`config.mk`:
```
export PLATFORM = sky130hd
export DESIGN_NAME = code_landmark_scanner_top
export DESIGN_NICKNAME = d
export VERILOG_FILES = /design/src/clsc_pkg.sv /design/src/clsc_in_stage.sv /design/src/clsc_detect.sv /design/src/clsc_out_stage.sv /design/src/code_landmark_scanner_top.sv
export SDC_FILE = /design/constraint.sdc
export NUM_CORES = 1
export LEC_CHECK = 0
export ABC_AREA = 1
export BUFFER_PORTS_ARGS = -buffer_cell sky130_fd_sc_hd__buf_4
export CAP_MARGIN = 20
export CORE_MARGIN = 2
export CORE_UTILIZATION = 45
export CTS_BUF_LIST = sky130_fd_sc_hd__clkbuf_4 sky130_fd_sc_hd__clkbuf_8
export CTS_CLUSTER_SIZE = 40
export DETAILED_ROUTE_END_ITERATION = 10
export HOLD_SLACK_MARGIN = 0.06
export PLACE_DENSITY = 0.67
export SLEW_MARGIN = 25
export SYNTH_ARGS = -nofsm -noshare
export SYNTH_HDL_FRONTEND = slang
export SYNTH_SLANG_ARGS = --single-unit
```
`constraint.sdc`:
```
create_clock -name clk -period 14.8 [get_ports clk]
set_clock_uncertainty 0.2 [all_clocks]
set_input_delay 0 -clock clk [delete_from_list [all_inputs] [get_ports clk]]
set_output_delay 0 -clock clk [all_outputs]
set_load 0.01 [all_outputs]
```
`src/clsc_pkg.sv`:
```
package clsc_pkg;

    localparam int ADDR_W     = 32;
    localparam int BYTE_W     = 8;
    localparam int HIST_LEN   = 5;
    localparam int OUT_DATA_W = 3 * ADDR_W;
    localparam int OUT_USER_W = 2;
    localparam int IN_DATA_W  = 8;

    localparam logic [BYTE_W-1:0] PAD_BYTE       = 8'hCC;
    localparam logic [BYTE_W-1:0] RET_BYTE       = 8'hC3;
    localparam logic [BYTE_W-1:0] RETN_BYTE      = 8'hC2;
    localparam logic [BYTE_W-1:0] CALL_BYTE      = 8'hE8;
    localparam logic [BYTE_W-1:0] JMP_NEAR_BYTE  = 8'hE9;
    localparam logic [BYTE_W-1:0] JMP_SHORT_BYTE = 8'hEB;

    localparam logic [ADDR_W-1:0] OFFSET_MAX = '1;

    // configuration register indexes
    localparam logic CFG_CODE_BASE = 1'b0;
    localparam logic CFG_CODE_SIZE = 1'b1;

    typedef struct packed {
        logic [BYTE_W-1:0] code_byte;
        logic              section_end;
    } in_item_t;

    typedef struct packed {
        logic [ADDR_W-1:0] start_address;
        logic              start_found;
        logic [ADDR_W-1:0] call_target_address;
        logic [ADDR_W-1:0] call_site_address;
        logic              call_found;
    } scan_res_t;

endpackage

```
`src/clsc_in_stage.sv`:
```
module clsc_in_stage
(
    input  logic                clk,
    input  logic                rst_n,
    input  logic                s_tvalid,
    output logic                s_tready,
    input  clsc_pkg::in_item_t  s_item,
    input  logic                take,
    output logic                item_valid,
    output clsc_pkg::in_item_t  item
);

    logic               valid_reg;
    logic               valid_next;
    clsc_pkg::in_item_t item_reg;
    logic               load;

    assign s_tready = !valid_reg || take;
    assign load     = s_tvalid && s_tready;

    always_comb
    begin
        valid_next = valid_reg;
        if (load)
            valid_next = 1'b1;
        else if (take)
            valid_next = 1'b0;
    end

    always_ff @(posedge clk or negedge rst_n)
    begin
        if (!rst_n)
            valid_reg <= 1'b0;
        else
            valid_reg <= valid_next;
    end

    always_ff @(posedge clk)
    begin
        if (load)
            item_reg <= s_item;
    end

    assign item_valid = valid_reg;
    assign item       = item_reg;

endmodule

```
`src/clsc_detect.sv`:
```
module clsc_detect
#(
    parameter int START_ALIGN_LOG2 = 4
)
(
    input  logic                              clk,
    input  logic                              rst_n,
    input  logic                              cfg_we,
    input  logic                              cfg_index,
    input  logic [clsc_pkg::ADDR_W-1:0]       cfg_data,
    input  logic                              advance,
    input  clsc_pkg::in_item_t                item,
    output logic                              hit,
    output clsc_pkg::scan_res_t               res
);

    localparam logic [clsc_pkg::ADDR_W-1:0] ALIGN_MASK =
        clsc_pkg::ADDR_W'((64'd1 << START_ALIGN_LOG2) - 64'd1);

    logic [clsc_pkg::ADDR_W-1:0] code_base_reg;
    logic [clsc_pkg::ADDR_W-1:0] code_size_reg;
    logic [clsc_pkg::BYTE_W-1:0] hist_reg [clsc_pkg::HIST_LEN];
    logic [clsc_pkg::BYTE_W-1:0] hist_next [clsc_pkg::HIST_LEN];
    logic [clsc_pkg::ADDR_W-1:0] offset_reg;
    logic [clsc_pkg::ADDR_W-1:0] offset_next;
    logic                        pad_run_reg;
    logic                        pad_run_next;
    logic                        after_bnd_reg;
    logic                        after_bnd_next;

    logic [clsc_pkg::BYTE_W-1:0] cur;
    logic                        is_pad;
    logic [clsc_pkg::ADDR_W:0]   off_p1;
    logic [clsc_pkg::ADDR_W-1:0] disp;
    logic [clsc_pkg::ADDR_W-1:0] rel;
    logic                        call_shape;
    logic                        call_hit;
    logic                        boundary;
    logic [clsc_pkg::ADDR_W-1:0] start_addr;
    logic                        start_hit;

    always_ff @(posedge clk or negedge rst_n)
    begin
        if (!rst_n)
        begin
            code_base_reg <= '0;
            code_size_reg <= '0;
        end
        else if (cfg_we)
        begin
            case (cfg_index)
                clsc_pkg::CFG_CODE_BASE: code_base_reg <= cfg_data;
                clsc_pkg::CFG_CODE_SIZE: code_size_reg <= cfg_data;
                default: ;
            endcase
        end
    end

    assign cur    = item.code_byte;
    assign is_pad = (cur == clsc_pkg::PAD_BYTE);

    // call whose last displacement byte is the current one; opcode four back
    assign off_p1 = {1'b0, offset_reg} + 33'd1;
    assign disp   = {cur, hist_reg[0], hist_reg[1], hist_reg[2]};
    assign rel    = offset_reg + 32'd1 + disp;   // target - code_base

    assign call_shape = (offset_reg >= 32'd4) && (hist_reg[3] == clsc_pkg::CALL_BYTE)
                     && (off_p1 < {1'b0, code_size_reg});
    assign call_hit   = call_shape && (rel < code_size_reg);

    assign boundary = (offset_reg >= 32'd5) &&
                      ((hist_reg[0] == clsc_pkg::RET_BYTE) ||
                       (hist_reg[2] == clsc_pkg::RETN_BYTE) ||
                       (hist_reg[4] == clsc_pkg::JMP_NEAR_BYTE) ||
                       (hist_reg[1] == clsc_pkg::JMP_SHORT_BYTE));

    assign start_addr = code_base_reg + offset_reg;
    assign start_hit  = !is_pad && pad_run_reg && after_bnd_reg
                     && (offset_reg < code_size_reg)
                     && ((start_addr & ALIGN_MASK) == '0);

    always_comb
    begin
        res                     = '0;
        res.call_found          = call_hit;
        res.start_found         = start_hit;
        if (call_hit)
        begin
            res.call_site_address   = code_base_reg + offset_reg - 32'd4;
            res.call_target_address = code_base_reg + rel;
        end
        if (start_hit)
            res.start_address = start_addr;
        hit = call_hit || start_hit;
    end

    always_comb
    begin
        if (is_pad)
        begin
            pad_run_next   = 1'b1;
            after_bnd_next = pad_run_reg ? after_bnd_reg : boundary;
        end
        else
        begin
            pad_run_next   = 1'b0;
            after_bnd_next = 1'b0;
        end

        hist_next[0] = cur;
        for (int i = 1; i < clsc_pkg::HIST_LEN; i++)
            hist_next[i] = hist_reg[i-1];

        offset_next = (offset_reg == clsc_pkg::OFFSET_MAX) ? offset_reg
                                                           : offset_reg + 32'd1;

        // end of section: back to reset history
        if (item.section_end)
        begin
            pad_run_next   = 1'b0;
            after_bnd_next = 1'b0;
            offset_next    = '0;
            for (int i = 0; i < clsc_pkg::HIST_LEN; i++)
                hist_next[i] = '0;
        end
    end

    always_ff @(posedge clk or negedge rst_n)
    begin
        if (!rst_n)
        begin
            offset_reg    <= '0;
            pad_run_reg   <= 1'b0;
            after_bnd_reg <= 1'b0;
            for (int i = 0; i < clsc_pkg::HIST_LEN; i++)
                hist_reg[i] <= '0;
        end
        else if (advance)
        begin
            offset_reg    <= offset_next;
            pad_run_reg   <= pad_run_next;
            after_bnd_reg <= after_bnd_next;
            for (int i = 0; i < clsc_pkg::HIST_LEN; i++)
                hist_reg[i] <= hist_next[i];
        end
    end

endmodule

```
`src/clsc_out_stage.sv`:
```
module clsc_out_stage
(
    input  logic                              clk,
    input  logic                              rst_n,
    input  logic                              load,
    input  logic                              hit,
    input  clsc_pkg::scan_res_t               res,
    output logic                              free,
    output logic                              m_tvalid,
    input  logic                              m_tready,
    output logic [clsc_pkg::OUT_DATA_W-1:0]   m_tdata,
    output logic [clsc_pkg::OUT_USER_W-1:0]   m_tuser
);

    logic                valid_reg;
    logic                valid_next;
    clsc_pkg::scan_res_t res_reg;

    assign free = !valid_reg || m_tready;

    always_comb
    begin
        valid_next = valid_reg;
        if (load && hit)
            valid_next = 1'b1;
        else if (m_tready)
            valid_next = 1'b0;
    end

    always_ff @(posedge clk or negedge rst_n)
    begin
        if (!rst_n)
            valid_reg <= 1'b0;
        else
            valid_reg <= valid_next;
    end

    always_ff @(posedge clk)
    begin
        if (load && hit)
            res_reg <= res;
    end

    assign m_tvalid = valid_reg;
    assign m_tdata  = {res_reg.start_address, res_reg.call_target_address,
                       res_reg.call_site_address};
    assign m_tuser  = {res_reg.start_found, res_reg.call_found};

endmodule

```
`src/code_landmark_scanner_top.sv`:
```
// Each accepted byte is held in the input stage register; its result is loaded into the
// result register when the byte moves on, and m_tdata is driven from the result register.
// Throughput: one code byte per cycle; s_tready drops only while both registers hold an
// item and m_tready is low. Bytes that complete neither a call nor a start send nothing.
// Reset (rst_n low, asynchronous): both stages empty, history and offset zero,
// code_base and code_size zero.
module code_landmark_scanner_top
#(
    parameter int START_ALIGN_LOG2 = 4    // start alignment is 2**START_ALIGN_LOG2, 0..12
)
(
    input  logic                              clk,
    input  logic                              rst_n,

    input  logic                              cfg_we,
    input  logic                              cfg_index,
    input  logic [clsc_pkg::ADDR_W-1:0]       cfg_data,

    input  logic                              s_tvalid,
    output logic                              s_tready,
    input  logic [clsc_pkg::IN_DATA_W-1:0]    s_tdata,   // [7:0] code_byte
    input  logic                              s_tlast,   // section_end

    output logic                              m_tvalid,
    input  logic                              m_tready,
    // [31:0] call_site_address, [63:32] call_target_address, [95:64] start_address
    output logic [clsc_pkg::OUT_DATA_W-1:0]   m_tdata,
    // [0] call_found, [1] start_found
    output logic [clsc_pkg::OUT_USER_W-1:0]   m_tuser
);

    localparam logic [clsc_pkg::ADDR_W-1:0] ALIGN_MASK =
        clsc_pkg::ADDR_W'((64'd1 << START_ALIGN_LOG2) - 64'd1);

    clsc_pkg::in_item_t  s_item;
    clsc_pkg::in_item_t  item;
    clsc_pkg::scan_res_t res;
    logic                item_valid;
    logic                out_free;
    logic                advance;
    logic                hit;

    assign s_item.code_byte   = s_tdata;
    assign s_item.section_end = s_tlast;

    // the held byte moves on whenever the result register can take it
    assign advance = item_valid && out_free;

    clsc_in_stage u_in
    (
        .clk        (clk),
        .rst_n      (rst_n),
        .s_tvalid   (s_tvalid),
        .s_tready   (s_tready),
        .s_item     (s_item),
        .take       (out_free),
        .item_valid (item_valid),
        .item       (item)
    );

    clsc_detect #(
        .START_ALIGN_LOG2 (START_ALIGN_LOG2)
    ) u_detect
    (
        .clk       (clk),
        .rst_n     (rst_n),
        .cfg_we    (cfg_we),
        .cfg_index (cfg_index),
        .cfg_data  (cfg_data),
        .advance   (advance),
        .item      (item),
        .hit       (hit),
        .res       (res)
    );

    clsc_out_stage u_out
    (
        .clk      (clk),
        .rst_n    (rst_n),
        .load     (advance),
        .hit      (hit),
        .res      (res),
        .free     (out_free),
        .m_tvalid (m_tvalid),
        .m_tready (m_tready),
        .m_tdata  (m_tdata),
        .m_tuser  (m_tuser)
    );

    a_out_has_flag: assert property (@(posedge clk) disable iff (!rst_n)
        m_tvalid |-> (m_tuser[0] || m_tuser[1]))
        else $error("result transfer with no flag set");

    a_no_start_zero: assert property (@(posedge clk) disable iff (!rst_n)
        (m_tvalid && !m_tuser[1]) |-> (m_tdata[95:64] == '0))
        else $error("start address nonzero without start flag");

    a_start_aligned: assert property (@(posedge clk) disable iff (!rst_n)
        (m_tvalid && m_tuser[1]) |-> ((m_tdata[95:64] & ALIGN_MASK) == '0))
        else $error("unaligned function start");

    a_stall_cause: assert property (@(posedge clk) disable iff (!rst_n)
        !s_tready |-> (m_tvalid && !m_tready))
        else $error("input stalled while result side is free");

endmodule

```
==> Word level (Yosys, flattened, before mapping) <==
Index checks and enable logic that the tools add are counted.
{ "word_totals": {"output_inout_bits": 100, "word_cells": 79, "register_bits": 247, "input_bits": 47} }
{ "classes": {"muxes": 12, "n_addsub": 6, "n_eq_ne": 9, "order_cmp": 5, "n_bitwise": 1, "reduce_logical": 27} }
{ "ops": {"columns": ["cell", "count"], "rows": [
  ["32-bit adder", 3],
  ["32-bit by 3-bit >= comparator with 1-bit output (second input constant)", 2],
  ["32-bit < comparator", 2],
  ["32-bit two-way mux", 2],
  ["8-bit == test (second input constant)", 6],
  ["40-bit two-way mux", 1],
  ["32-bit by 1-bit adder with 33-bit output (second input constant)", 1],
  ["33-bit by 32-bit < comparator with 1-bit output", 1],
  ["32-bit by 1-bit adder with 32-bit output (second input constant)", 1],
  ["32-bit == test (second input constant)", 1],
  ["32-bit zero test", 1],
  ["32-bit by 3-bit subtractor with 32-bit output (second input constant)", 1],
  ["1-bit logical AND", 11],
  ["1-bit two-way mux", 9],
  ["2-bit AND reduction", 4],
  ["1-bit logical OR", 6],
  ["2-bit nonzero test", 2],
  ["1-bit zero test", 3],
  ["3-bit inequality test (second input constant)", 1],
  ["2-bit inequality test (second input constant)", 1],
  ["1-bit inverter", 1]
]} }

==> Longest topological paths before layout <==
Gate-level depths: netlist (run 1).
{ "depth": {"ltp_word": 9, "mapped_depth": 34, "mapped_depth_nobuf": 33} }

==> Hierarchy <==
A second synthesis (run 1) with hierarchy kept.
{ "unflattened": {"hier_cells": 2543, "area_unflattened_um2": 18933.2} }
{ "modules_own_cells": {"columns": ["mod", "cells_each", "seq_area_each_um2", "instances", "area_each_um2"], "rows": [
  ["clsc_detect", 2422, 3453.3, 1, 15618.7],
  ["clsc_out_stage", 104, 2967.8, 1, 2991.6],
  ["clsc_in_stage", 15, 295.3, 1, 315.3],
  ["code_landmark_scanner_top", 2, 0.0, 1, 7.5]
]} }

==> Least setup slack after synthesis (run 1) <==
OpenSTA, ideal clock, no wires.
{ "synth_path": {"path_type": "reg-to-reg", "startpoint": "register u_detect.offset_reg[0] (netlist bit)", "endpoint": "register u_out.res_reg (netlist bit u_out.m_tdata[0]) (enable)", "required_time_ps": 14148, "arrival_time_ps": 6190, "n_path_buf": 0, "period_less_slack_ps": 6842, "slack_ps": 7958, "path_stages_with_launch": 34, "setup_time_ps": 452, "path_cell_list": "dfrtp_1 ha_1 nand2_2 inv_2 nand3_2 nor2_4 nand2_1 inv_1 nand3_1 xor2_1 inv_1 ha_1 nand2_1 nor2_1 nand2_1 o21ai_0 a21boi_0 o21ai_0 nand2_1 nand2_1 nand2_1 nand2_1 inv_1 ha_1 a21oi_1 o21ai_0 a21oi_1 or2_2 nand4_1 nor2_1 nand3_4 nand2_1 nand2_1 inv_1"} }
{ "synth_via": {"elab_chain_len": 6, "elab_cells_between_ends": 16, "classes_between": "4 x add/sub; 4 x order compare; 8 x reduce/logical"} }
{ "synth_rtl": {"columns": ["element", "line_no", "text"], "rows": [
  ["start: declaration", "clsc_detect.sv:24", "logic [clsc_pkg::ADDR_W-1:0] offset_reg;"],
  ["start signal: assignment", "clsc_detect.sv:140", "offset_reg <= offset_next;"],
  ["32-bit by 1-bit adder with 32-bit output (tied with other cells)", "clsc_detect.sv:65", "assign rel = offset_reg + 32'd1 + disp;"],
  ["32-bit adder (tied with other cells)", "clsc_detect.sv:65", null],
  ["32-bit < comparator or 1-bit logical AND (tied branches)", "clsc_detect.sv:69, clsc_detect.sv:68", null],
  ["1-bit logical AND", "clsc_detect.sv:69", "assign call_hit = call_shape && (rel < code_size_reg);"],
  ["1-bit logical OR *", "clsc_detect.sv:94", "hit = call_hit || start_hit;"],
  ["1-bit logical AND *", "clsc_out_stage.sv:40", "if (load && hit)"],
  ["end signal: assignment", "clsc_out_stage.sv:41", "res_reg <= res;"],
  ["end: declaration", "clsc_out_stage.sv:17", "clsc_pkg::scan_res_t res_reg;"]
]} }
Mark *: on every way between the ends. The rest lies on a longest branch, timed or not.
A chain may end at the register's enable or synchronous reset.

==> Worst setup path after layout (run 1) <==
Ends and elaborated chain as after synthesis.

==> impl_metrics.json, run 1 <==
{
  "status": "complete, no violations",
  "path_class": "register to register",
  "clkTransAtPathRegs_ns": 0.06,
  "dr_total_vias": 18400,
  "fin_setup_tns_ns": 0,
  "grt_pass1_wl_mm": 97.2,
  "overflow": 0,
  "cpMostUsedCell": "nand2_1",
  "worst_hold_slack_ns": 0.225,
  "power_switching_mw": 0.661,
  "max_freq_mhz": 132,
  "synthCells": 2568,
  "setup_viol": 0,
  "critPathCapture": "u_out.m_tdata[0]",
  "maxCapViolCount": 0,
  "dp_cells": 3221,
  "async_flop_share_pct": 56.7,
  "worst_slack_ns": 7.22,
  "clk_latency_ns": 0.65,
  "grt_pass1_vias": 18000,
  "ys.flop_type": "dfrtp_1",
  "synth-compound-area-share_pct": 12.5,
  "p_int_mw": 1.29,
  "nets": 3066,
  "p_leak_nw": 11.5,
  "finalHoldViolCount": 0,
  "core_um2": 41800,
  "crit_path_end_kind": "register",
  "finalNonFillerCells": 3399,
  "drt_iter0_drc": 1228,
  "num_io_pins": 147,
  "syn_to_final_growth_pct": 18.9,
  "post-route-min-period_ns": 7.58,
  "min_period_over_period_pct": 51.2,
  "cp-startpoint": "u_detect.offset_reg[0]",
  "netlist_area_um2": 19000,
  "synthDominantCellAreaShare_pct": 18.4,
  "startpoint_type": "register",
  "firstDrtPassIters": 5,
  "relSlewSlack_pct": 36.7,
  "viasPerCell": 5.42,
  "crit_slowest_cell": "buf_4",
  "synth_top_family_by_area": "simple AND/OR/NAND/NOR gates",
  "grtUsageTotal_pct": 28.8,
  "antenna_left": 0,
  "detailed_place_hpwl_mm": 50.1,
  "start_util_pct": 45.5,
  "cts_num_sinks": 247,
  "cts.path.max_buffers": 3,
  "synth-edff-count": 107,
  "clkPwrFrac_pct": 35.4,
  "rrSetupSlack_ns": 7.22,
  "arrival_ns": 7.63,
  "power.density_nw_per_um2": 86.5,
  "cp_max_fo": 77,
  "row_count": 75,
  "cts-resized-gates": 0,
  "synth.area.mux_share_pct": 0,
  "r2r-start": "u_detect.offset_reg[0]",
  "gp_congestion": 0.968,
  "post_route_cells_drive_above_1_share_pct": 10.8,
  "tritoncts": "yes",
  "p_comb_share_pct": 24.7,
  "synth.avg_cell_area_um2": 7.40,
  "crit_required_ns": 14.85,
  "htree_levels": 2,
  "yosysUniqueCellTypes": 53,
  "r2r_end": "u_out.m_tdata[0]",
  "antenna_found_initial": 1,
  "grt_max_degree": 92,
  "largest_register_ffs": 96,
  "die_y_um": 209,
  "synth_fa_ha_area_share_pct": 13.0,
  "irDropWorstVdd_uv": 73.6,
  "worst_pin_slew_ns": 0.950,
  "yosys_warnings": 0,
  "pre_cts_ws_ns": 7.37,
  "rr_worst_depth": 31,
  "io_buffer_count": 146,
  "swShare_pct": 33.8,
  "post_drt_wl_per_cell_um": 18.9,
  "cts_setup_buffers": 0,
  "synthTopCellsByArea": "dfrtp_1 18%, edfxtp_1 17%, nand2_1 13%",
  "yosys_register_bits": 247,
  "clock-root-buffer": "clkbuf_8",
  "worstHoldPathType": "input port to register",
  "holdBufCountCts": 90,
  "drcViolationCount": 0,
  "slew_violations": 0,
  "synth_top_cell_by_area": "dfrtp_1",
  "cts_made_buffers": 44,
  "dieArea_um2": 43900,
  "seqPwrFrac_pct": 39.9,
  "synth_xor_area_share_pct": 3.31,
  "wl_mm": 64.2,
  "yosys.area_share.simple_pct": 26.9,
  "die_w_um": 209,
  "rsz0062_at_grt": "no",
  "nFillCells": 3981,
  "ys_seq_area_share_pct": 35.4,
  "cp_slowest_stage_delay_ns": 0.77
}
layout make-up:
| type | count | area (um^2) | share of cell area (%) |
|---|---|---|---|
| Multi-Input combinational cell | 1885 | 10600 | 47.0 |
| Antenna cell | 1 | 2.50 | 0.0111 |
| Timing Repair Buffer | 247 | 2120 | 9.40 |
| Clock inverter | 16 | 118 | 0.521 |
| Inverter | 398 | 1500 | 6.63 |
| Tap cell | 539 | 674 | 2.99 |
| Clock buffer | 66 | 833 | 3.69 |
| Sequential cell | 247 | 6720 | 29.7 |
cell usage after synthesis (24+ instances only):
cell type  number
nand3_1       147
nor3_1         30
ha_1          193
o21ai_0       155
clkbuf_1       24
a21oi_1       155
dfrtp_1       140
edfxtp_1      107
inv_1         377
nor2_1        246
nand4_1        41
xor2_1         58
nand2_1       665
metal layers:
layer	vias to the layer above	wire, um	track usage (%)
met3	182	4100	5.07
li1	9009	-	-
met5	-	0	0
met2	656	30100	49.3
met1	8569	26500	35.1
met4	0	3470	14.2
cell families (layout without fill, tap and decap cells):
group	after synthesis	count (layout)
buf+inv	437	727
flops	247	247
xor+xnor	71	71
compound gates	415	415
simple gates	1201	1201
other cells	1	3
fa+ha+maj	196	196
stage by stage:
step                area, um^2  total power [mW]  utilization [%]
finish                   22600              1.95             54.1
global route             22600              2.05             54.1
CTS                      22500              1.95             53.9
detailed placement       20600              1.24             49.4
global placement         20600              1.23             49.4
floorplan                19000              1.09                -
worst min-delay path by stage:
stage	from	to	slack (ns)	cells past startpoint
floorplan	rst_n	u_detect.after_bnd_reg	-0.50	0
global placement	rst_n	u_detect.offset_reg[31]	-0.04	1
detailed placement	rst_n	u_out.m_tvalid	-0.04	1
CTS	cfg_index	u_detect.code_size_reg[3]	0.12	4
global route	cfg_index	u_detect.code_size_reg[17]	0.26	4
finish	cfg_index	u_detect.code_size_reg[18]	0.23	4
power by group through the flow:
stage               registers [mW]  logic, mW  clock network, mW
finish                       0.780      0.482              0.691
global route                 0.783      0.539              0.732
CTS                          0.779      0.469              0.705
detailed placement           0.792      0.446                  0
global placement             0.792      0.439                  0
floorplan                    0.776      0.316                  0
critical path: cells and delay by family (launching register included):
| kind | cells | cell delay (ns) |
|---|---|---|
| AND/OR/NAND/NOR | 18 | 2.73 |
| buffers and inverters | 6 | 1.65 |
| adder cells (fa/ha/maj) | 2 | 0.72 |
| XOR/XNOR | 2 | 0.69 |
| AO/OA/AOI/OAI | 3 | 0.58 |
| flip-flops | 1 | 0.51 |
cells in the final DEF (no fill, tap or decap), drive strengths merged, types with 13 or more instances in the layout:
cell type,count
a21o,15
a21oi,155
buf,154
clkbuf,66
clkinv,13
dfrtp,140
dlygate4sd3,93
edfxtp,107
ha,193
inv,399
nand2,671
nand3,155
nand4,41
nor2,259
nor3,35
nor4,13
o21a,13
o21ai,155
o22ai,22
o31ai,18
xnor2,13
xor2,58
Power figures use the tool's default switching activity.
==> run 2: changes to the inputs <==
--- a/config.mk
+++ b/config.mk
@@ -14,7 +14,7 @@
 export CTS_CLUSTER_SIZE = 40
 export DETAILED_ROUTE_END_ITERATION = 10
 export HOLD_SLACK_MARGIN = 0.06
-export PLACE_DENSITY = 0.67
+export PLACE_DENSITY = 0.69
 export SLEW_MARGIN = 25
 export SYNTH_ARGS = -nofsm -noshare
 export SYNTH_HDL_FRONTEND = slang
==> constraint.sdc (replaced) <==
create_clock -name clk -period 6.45 [get_ports clk]
set_clock_uncertainty 0.2 [all_clocks]
set_input_delay 0 -clock clk [delete_from_list [all_inputs] [get_ports clk]]
set_output_delay 0 -clock clk [all_outputs]
set_load 0.01 [all_outputs]
==> impl_metrics.json, run 2 (synthesized netlist as in run 1, its figures left out) <==
{
  "max_freq_mhz": 164,
  "clock-root-buffer": "clkbuf_8",
  "slew_violations": 0,
  "htree_levels": 2,
  "dp_cells": 3231,
  "relSlewSlack_pct": 49.6,
  "post_drt_wl_per_cell_um": 18.6,
  "irDropWorstVdd_uv": 146,
  "post-route-min-period_ns": 6.09,
  "worst_pin_slew_ns": 0.750,
  "cp_slowest_stage_delay_ns": 0.45,
  "worst_slack_ns": 0.361,
  "clk_latency_ns": 0.63,
  "p_int_mw": 2.93,
  "overflow": 0,
  "drcViolationCount": 0,
  "hold_end": "u_detect.code_size_reg[15]",
  "crit_slowest_cell": "dfrtp_2",
  "cp_max_fo": 35,
  "seqPwrFrac_pct": 40.5,
  "setup_viol": 0,
  "crit_required_ns": 6.55,
  "cts_num_sinks": 247,
  "startpoint_type": "register",
  "post_route_cells_drive_above_1_share_pct": 11.5,
  "drt_iter0_drc": 1323,
  "cts_made_buffers": 44,
  "clkTransAtPathRegs_ns": 0.06,
  "worstHoldPathCells": 4,
  "row_count": 75,
  "path_class": "register to register",
  "num_io_pins": 147,
  "gp_congestion": 1.02,
  "nets": 3076,
  "finalHoldViolCount": 0,
  "multi_input_area_um2": 10700,
  "maxCapViolCount": 0,
  "arrival_ns": 6.19,
  "finalNonFillerCells": 3409,
  "power.density_nw_per_um2": 195,
  "wl_mm": 63.5,
  "r2r-start": "u_detect.offset_reg[2]",
  "power_switching_mw": 1.50,
  "cpMostUsedCell": "nand2_1",
  "grt_max_degree": 86,
  "dr_total_vias": 18400,
  "firstDrtPassIters": 5,
  "rr_worst_depth": 34,
  "p_comb_share_pct": 24.8,
  "dieArea_um2": 43900,
  "viasPerCell": 5.40,
  "grt_pass1_wl_mm": 97.2,
  "mostFrequentLayoutCells": "663 x nand2_1, 376 x inv_1, 245 x nor2_1",
  "largest_register_ffs": 96,
  "hp-start": "cfg_data[15]",
  "detailed_place_hpwl_mm": 49.6,
  "grt_pass1_vias": 18000,
  "final_common_cell": "nand2_1",
  "tritoncts": "yes",
  "syn_to_final_growth_pct": 19.7,
  "rrSetupSlack_ns": 0.36,
  "swShare_pct": 33.8,
  "io_buffer_count": 146,
  "antenna_left": 0,
  "nFillCells": 3895,
  "die_y_um": 209,
  "cts.path.max_buffers": 3,
  "clkPwrFrac_pct": 34.7,
  "die_w_um": 209,
  "pre_cts_ws_ns": -0.107,
  "antenna_found_initial": 2,
  "ff_latch_area_um2": 6720,
  "r2r_end": "u_out.m_tdata[7]",
  "core_um2": 41800,
  "min_period_over_period_pct": 94.4,
  "grtUsageTotal_pct": 28.7,
  "crit_path_end_kind": "register",
  "worstHoldPathType": "input port to register",
  "status": "complete, no violations",
  "start_util_pct": 45.5,
  "p_leak_nw": 11.6
}
==> run 2: cell type report <==
type | instances | area share [%]
Multi-Input combinational cell | 1885 | 47.0
Sequential cell | 247 | 29.6
Timing Repair Buffer | 257 | 9.82
Inverter | 398 | 6.60
Clock buffer | 60 | 3.30
Tap cell | 539 | 2.97
Clock inverter | 20 | 0.688
Antenna cell | 3 | 0.0330
==> run 2: repair_timing <==
item	in CTS	in global routing
pin swaps	0	1
hold endpoints to repair	189	61
endpoints found under the setup margin	14	163
hold buffers	89	4
gates resized for setup	1	23
setup buffers	0	2
==> run 2: worst max-delay path by stage <==
stage                                start                 to  slack, ns  cells past startpoint
floorplan           u_detect.offset_reg[0]   u_out.m_tdata[0]       0.10                     33
global placement    u_detect.offset_reg[2]  u_out.m_tdata[63]       0.08                     28
detailed placement  u_detect.offset_reg[2]  u_out.m_tdata[31]      -0.11                     28
CTS                 u_detect.offset_reg[2]  u_out.m_tdata[64]       0.06                     32
global route        u_detect.offset_reg[2]   u_out.m_tdata[6]      -0.03                     35
finish              u_detect.offset_reg[2]   u_out.m_tdata[7]       0.36                     34
==> run 2: power groups by stage <==
stage | registers [mW] | logic (mW) | clock network [mW]
finish | 1.79 | 1.10 | 1.54
global route | 1.80 | 1.23 | 1.64
CTS | 1.79 | 1.07 | 1.57
detailed placement | 1.82 | 1.02 | 0
global placement | 1.82 | 1.01 | 0
floorplan | 1.78 | 0.725 | 0
==> run 2: metrics by stage <==
stage	cell area [um^2]	utilization (%)	hold slack, ns	power [mW]	TNS (ns)
final	22700	54.5	0.115	4.43	0
after global routing	22700	54.5	0.144	4.66	-0.702
after CTS	22600	54.0	0.0663	4.43	0
after detailed placement	20700	49.7	-0.0603	2.84	-1.21
after global placement	20700	49.7	-0.0605	2.83	0
after floorplan	19000	-	-0.496	2.51	0
==> run 2: critical path, delay by kind of cell, from the launching register on <==
kind | cells | cell delay (ns)
AOI/OAI and AO/OA | 3 | 0.58
adders and majority gates | 2 | 0.70
DFF | 1 | 0.45
and+or+nand+nor | 21 | 2.69
buffers and inverters | 7 | 0.82
xor gates and xnor gates | 1 | 0.27
==> run 2: metal layers <==
metal | vias up | global-route usage (%) | part of all wire, %
met1 | 8590 | 36.0 | 42
li1 | 9011 | - | -
met3 | 160 | 3.86 | 5.8
met4 | 0 | 14.2 | 5.2
met2 | 657 | 48.6 | 47
met5 | - | 0 | 0
